File: config.mk
export PLATFORM = sky130hd
export DESIGN_NAME = gcp_mark_unit
export DESIGN_NICKNAME = d
export VERILOG_FILES = /design/src/design/gcp_pkg.sv /design/src/design/gcp_mark_unit.sv
export VERILOG_INCLUDE_DIRS = /design/src /design/src/design
export SDC_FILE = /design/constraint.sdc
export NUM_CORES = 1
export LEC_CHECK = 0
export BUFFER_PORTS_ARGS = -buffer_cell sky130_fd_sc_hd__clkbuf_2
export CELL_PAD_IN_SITES_DETAIL_PLACEMENT = 2
export CELL_PAD_IN_SITES_GLOBAL_PLACEMENT = 2
export CORE_UTILIZATION = 23
export DETAILED_ROUTE_END_ITERATION = 10
export PLACE_DENSITY_LB_ADDON = 0.1
export SLEW_MARGIN = 20
export SYNTH_ARGS = -nofsm -noshare
export SYNTH_HDL_FRONTEND = slang
export SYNTH_SLANG_ARGS = --single-unit
File: constraint.sdc
create_clock -name clock -period 3.14 [get_ports clock]
set_input_delay 0.314 -clock clock [delete_from_list [all_inputs] [get_ports clock]]
set_output_delay 0.314 -clock clock [all_outputs]
set_load 0.05 [all_outputs]
File: src/design/graph_connectivity_heavy_edge_prune_unit_assert.svh
// Assertion macros shared by the connectivity/prune unit files.
`ifndef GRAPH_CONNECTIVITY_HEAVY_EDGE_PRUNE_UNIT_ASSERT_SVH
`define GRAPH_CONNECTIVITY_HEAVY_EDGE_PRUNE_UNIT_ASSERT_SVH

// Same-cycle implication.
`define GCP_ASSERT_NOW(lbl, clk, rst, ante, cons) \
   lbl: assert property (@(posedge clk) disable iff (rst) (ante) |-> (cons)) \
      else $error("gcp assertion failed");

// Next-cycle implication.
`define GCP_ASSERT_NEXT(lbl, clk, rst, ante, cons) \
   lbl: assert property (@(posedge clk) disable iff (rst) (ante) |=> (cons)) \
      else $error("gcp assertion failed");

`endif

File: src/design/gcp_pkg.sv
// Shared constants and types for the connectivity/prune unit.
`timescale 1ns / 1ps
package gcp_pkg;

   localparam int MAX_VERTICES = 16;
   localparam int VTX_W        = $clog2(MAX_VERTICES);
   localparam int CNT_W        = $clog2(MAX_VERTICES + 1);
   localparam int ADDR_W       = 2 * VTX_W;
   localparam int MEM_DEPTH    = MAX_VERTICES * MAX_VERTICES;
   localparam int WEIGHT_W     = 16;
   localparam int CSR_W        = 5;
   localparam int REQ_DATA_W   = 24;
   localparam int RSP_DATA_W   = 24;

   localparam logic [CSR_W-1:0] VCOUNT_RESET = CSR_W'(16);

   localparam logic [1:0] CMD_WRITE = 2'd0;
   localparam logic [1:0] CMD_CHECK = 2'd1;
   localparam logic [1:0] CMD_PRUNE = 2'd2;
   localparam logic [1:0] CMD_READ  = 2'd3;

   localparam logic [1:0] MARK_UNVISITED = 2'd1;
   localparam logic [1:0] MARK_FRONTIER  = 2'd2;
   localparam logic [1:0] MARK_DONE      = 2'd3;

   typedef struct packed {
      logic             init;
      logic [CNT_W-1:0] n_eff;
      logic             take;
      logic [VTX_W-1:0] take_idx;
      logic             visit;
      logic [VTX_W-1:0] visit_idx;
   } mark_ctrl_type;

   typedef struct packed {
      logic             any_frontier;
      logic [VTX_W-1:0] first_idx;
      logic             all_reached;
   } mark_stat_type;

endpackage

File: src/design/gcp_mark_unit.sv
// Vertex mark table with frontier search for the reachability walk.
`timescale 1ns / 1ps
`include "graph_connectivity_heavy_edge_prune_unit_assert.svh"
module gcp_mark_unit import gcp_pkg::*; (
   input  logic          clock,
   input  logic          reset,
   input  mark_ctrl_type ctrl,
   output mark_stat_type stat
);

   logic [1:0] marks_ff [MAX_VERTICES];
   logic [1:0] marks_in [MAX_VERTICES];

   always_comb begin
      for (int v = 0; v < MAX_VERTICES; v++) begin
         marks_in[v] = marks_ff[v];
         if (ctrl.init) begin
            if (CNT_W'(v) >= ctrl.n_eff) begin
               marks_in[v] = MARK_DONE;
            end else if (v == 1) begin
               marks_in[v] = MARK_FRONTIER;
            end else begin
               marks_in[v] = MARK_UNVISITED;
            end
         end else if (ctrl.take && ctrl.take_idx == VTX_W'(v)) begin
            marks_in[v] = MARK_DONE;
         end else if (ctrl.visit && ctrl.visit_idx == VTX_W'(v)
                      && marks_ff[v] == MARK_UNVISITED) begin
            marks_in[v] = MARK_FRONTIER;
         end
      end
   end

   always_ff @(posedge clock) begin
      for (int v = 0; v < MAX_VERTICES; v++) begin
         if (reset) begin
            marks_ff[v] <= MARK_UNVISITED;
         end else begin
            marks_ff[v] <= marks_in[v];
         end
      end
   end

   // lowest-numbered frontier vertex, and whether no vertex is still unvisited
   always_comb begin
      stat.any_frontier = 1'b0;
      stat.first_idx    = '0;
      stat.all_reached  = 1'b1;
      for (int v = MAX_VERTICES - 1; v >= 0; v--) begin
         if (marks_ff[v] == MARK_FRONTIER) begin
            stat.any_frontier = 1'b1;
            stat.first_idx    = VTX_W'(v);
         end
         if (marks_ff[v] == MARK_UNVISITED) begin
            stat.all_reached = 1'b0;
         end
      end
   end

   `GCP_ASSERT_NOW(a_take_frontier, clock, reset, ctrl.take, marks_ff[ctrl.take_idx] == MARK_FRONTIER)
   `GCP_ASSERT_NEXT(a_init_seed, clock, reset, ctrl.init, marks_ff[1] == MARK_FRONTIER)
   `GCP_ASSERT_NOW(a_visit_range, clock, reset, ctrl.visit, {1'b0, ctrl.visit_idx} < ctrl.n_eff)

endmodule

==> impl_metrics.sql <==
INSERT INTO impl_metrics (metric_group, metric, value, unit) VALUES
('sta', 'grt_setup_unrepaired', 'no', ''),
('cts', 'postCtsHoldBufs', '0', ''),
('logic_synthesis', 'synthDominantCellAreaShare', '0.328', ''),
('worst_setup_path', 'rrSetupSlack', '2.13', 'ns'),
('logic_synthesis', 'netlist_instances', '277', ''),
('cts', 'worstSkewPairLatency', '0.30', 'ns'),
('place', 'numPortBuffers', '23', ''),
('place', 'placement.cell_area', '2160', 'um2'),
('finish', 'sequential_cell_area', '641', 'um2'),
('sta', 'max_slew.worst_pin.slew', '0.930', 'ns'),
('finish', 'flip_flop_count_of_the_largest_register_after_layout', '32', ''),
('logic_synthesis', 'synth-main-ff-cell', 'dfxtp_1', ''),
('route', 'drc_errors', '0', ''),
('logic_synthesis', 'post_synth_main_area_contributors', 'dfxtp_1, nand3_1, nand2_1, nor2_1, nor2b_1', ''),
('worst_setup_path', 'setup.worst_path.end_class', 'output port', ''),
('global_routing', 'grt_pass1_vias', '2202', ''),
('logic_synthesis', 'netlist_area', '1960', 'um2'),
('logic_synthesis', 'ffs_w_async_s_r_synth', '0', ''),
('worst_setup_path', 'timing.critical_path.required', '2.83', 'ns'),
('run_status', 'status', 'finished clean', ''),
('floorplan', 'core_area', '8220', 'um2'),
('route', 'routed-via-count', '2104', ''),
('finish', 'layout.cells.most_common', 'nand2_1', ''),
('finish', 'diodes', '0', ''),
('finish', 'final_nets', '312', ''),
('route', 'finalWirelength', '7980', 'um'),
('cts', 'cts-root-buf', 'clkbuf_8', ''),
('finish', 'drive_above_1_share', '0.129', ''),
('sta', 'setup-violations-final', '0', ''),
('worst_setup_path', 'cp_max_fo', '5', ''),
('pwr', 'power.density_cell_area', '416', 'nW/um2'),
('finish', 'n_fill_cell', '996', ''),
('cts', 'tritoncts', 'done', ''),
('sta', 'final-max-slew-violation-count', '0', ''),
('logic_synthesis', 'netlist.top_cell.by_area', 'dfxtp_1', ''),
('finish', 'top_regs', 'marks_ff: 32 flops', ''),
('worst_setup_path', 'crit_arrival', '1.99', 'ns'),
('worst_setup_path', 'worst_r2r_path_depth', '5', ''),
('route', 'vias_per_cell', '5.26', ''),
('finish', 'largest-register', 'marks_ff', ''),
('floorplan', 'die_span_x', '94.2', 'um'),
('cts', 'cts_post_setup_buffers_inserted', '0', ''),
('sta', 'worst_clock_skew', '0.00855', 'ns'),
('finish', 'layout_common_cells', 'nand2_1, nand3_1, dfxtp_1, nor2_1, clkbuf_2', ''),
('finish', 'final-instance-count-excl-fill', '400', ''),
('cts', 'clockBufferDepth', '2', ''),
('logic_synthesis', 'synth_sequential_area_ratio', '0.328', ''),
('finish', 'stdcell_area', '2250', 'um2'),
('sta', 'period_minus_slack', '2.30', 'ns'),
('floorplan', 'initial_utilization', '0.238', ''),
('place', 'finalWeightedCongestion', '0.781', ''),
('hold_path', 'hold_class', 'input port to flip-flop', ''),
('worst_setup_path', 'timing.setup.critical_path_class', 'flip-flop to output port', ''),
('finish', 'area.growth.synth_to_final', '15.2', '%'),
('sta', 'max_freq', '0.434', 'GHz'),
('floorplan', 'floorplan.rows', '33', ''),
('logic_synthesis', 'ys_types', '41', ''),
('pwr', 'vdd_drop_max', '0.000126', 'V'),
('logic_synthesis', 'number_of_register_bits_inferred_by_synthesis', '32', ''),
('cts', 'numCtsBuffers', '5', ''),
('cts', 'cts-resized-gates', '0', ''),
('global_routing', 'groute.usage.overall', '0.198', ''),
('logic_synthesis', 'syn-mean-instance-area', '7.06', 'um2'),
('sta', 'timing.max_slew.rel_slack', '0.379', ''),
('global_routing', 'global_route.overflow_total', '0', ''),
('route', 'postRouteAntennaNets', '0', ''),
('logic_synthesis', 'syn_nets', '295', ''),
('place', 'place_inst', '392', ''),
('cts', 'clk_transition_reported_paths', '0.08', 'ns'),
('floorplan', 'dieArea', '8880', 'um2'),
('logic_synthesis', 'synthesis.yosys.warnings', '0', '');
-- Yosys cell counts, drive strengths merged (2+ instances only) --
master,n
nor3,2
nand3b,2
o21a,2
clkbuf,12
a311oi,6
dfxtp,32
nand2b,7
and3,3
inv,18
nand2,35
buf,3
o211ai,2
a21oi,12
o22ai,7
nor3b,3
nand3,34
nand4,4
a31oi,5
and3b,2
nor2,26
o21ai,17
nor2b,15
a21boi,2
o31a,2
a211oi,5
a221oi,6
-- metrics by stage --
step	util	power [mW]	setup slack, ns	hold WS [ns]
global placement	0.263	0.595	1.16	0.496
global route	0.274	0.984	0.723	0.325
finish	0.274	0.938	0.836	0.312
CTS	0.274	0.953	0.799	0.307
detailed placement	0.263	0.596	1.13	0.508
floorplan	-	0.532	0.775	0.393
-- critical path, cell delays in order (launching register included) --
cell and delay [ns]:
dfxtp_1 0.40, o22ai_1 0.13, or4_1 0.53, nor4_2 0.31, clkbuf_2 0.32
-- final timing paths --
check / startpoint / end
max: marks_ff[0][9]$_SDFFE_PP0P_ / stat[0]
min: ctrl[10] / marks_ff[0][13]$_SDFFE_PP0P_
max reg2reg: marks_ff[0][3]$_SDFFE_PP0P_ / marks_ff[0][2]$_SDFFE_PP1P_
min reg2reg: marks_ff[0][3]$_SDFFE_PP0P_ / marks_ff[0][3]$_SDFFE_PP0P_
-- final cells by class --
cell class | instances | share of cell area
Tap cell | 105 | 0.0583
Inverter | 18 | 0.0300
Sequential cell | 32 | 0.284
Clock buffer | 6 | 0.0367
Multi-Input combinational cell | 212 | 0.528
Timing Repair Buffer | 25 | 0.0578
Clock inverter | 2 | 0.00444
-- routing by layer --
layer | track usage | vias to the layer above | wire [um]
met5 | 0 | - | 0
met4 | 0.0462 | 0 | 82
met3 | 0.0267 | 8 | 151
met2 | 0.327 | 22 | 3700
met1 | 0.271 | 1047 | 4040
li1 | - | 1027 | -
-- power by group --
group          total (mW)  internal [mW]  switching (mW)  leakage [nW]
clock               0.353          0.175           0.178        0.0510
combinational       0.145         0.0460          0.0988         0.581
sequential          0.439          0.422          0.0172         0.263
total               0.938          0.644           0.294         0.894
-- cell families after synthesis --
group,after synthesis,synth area share
buf+inv,33,0.0653
compound gates,74,0.254
flops,32,0.328
simple gates,138,0.353
(Power assumes the default switching activity.)
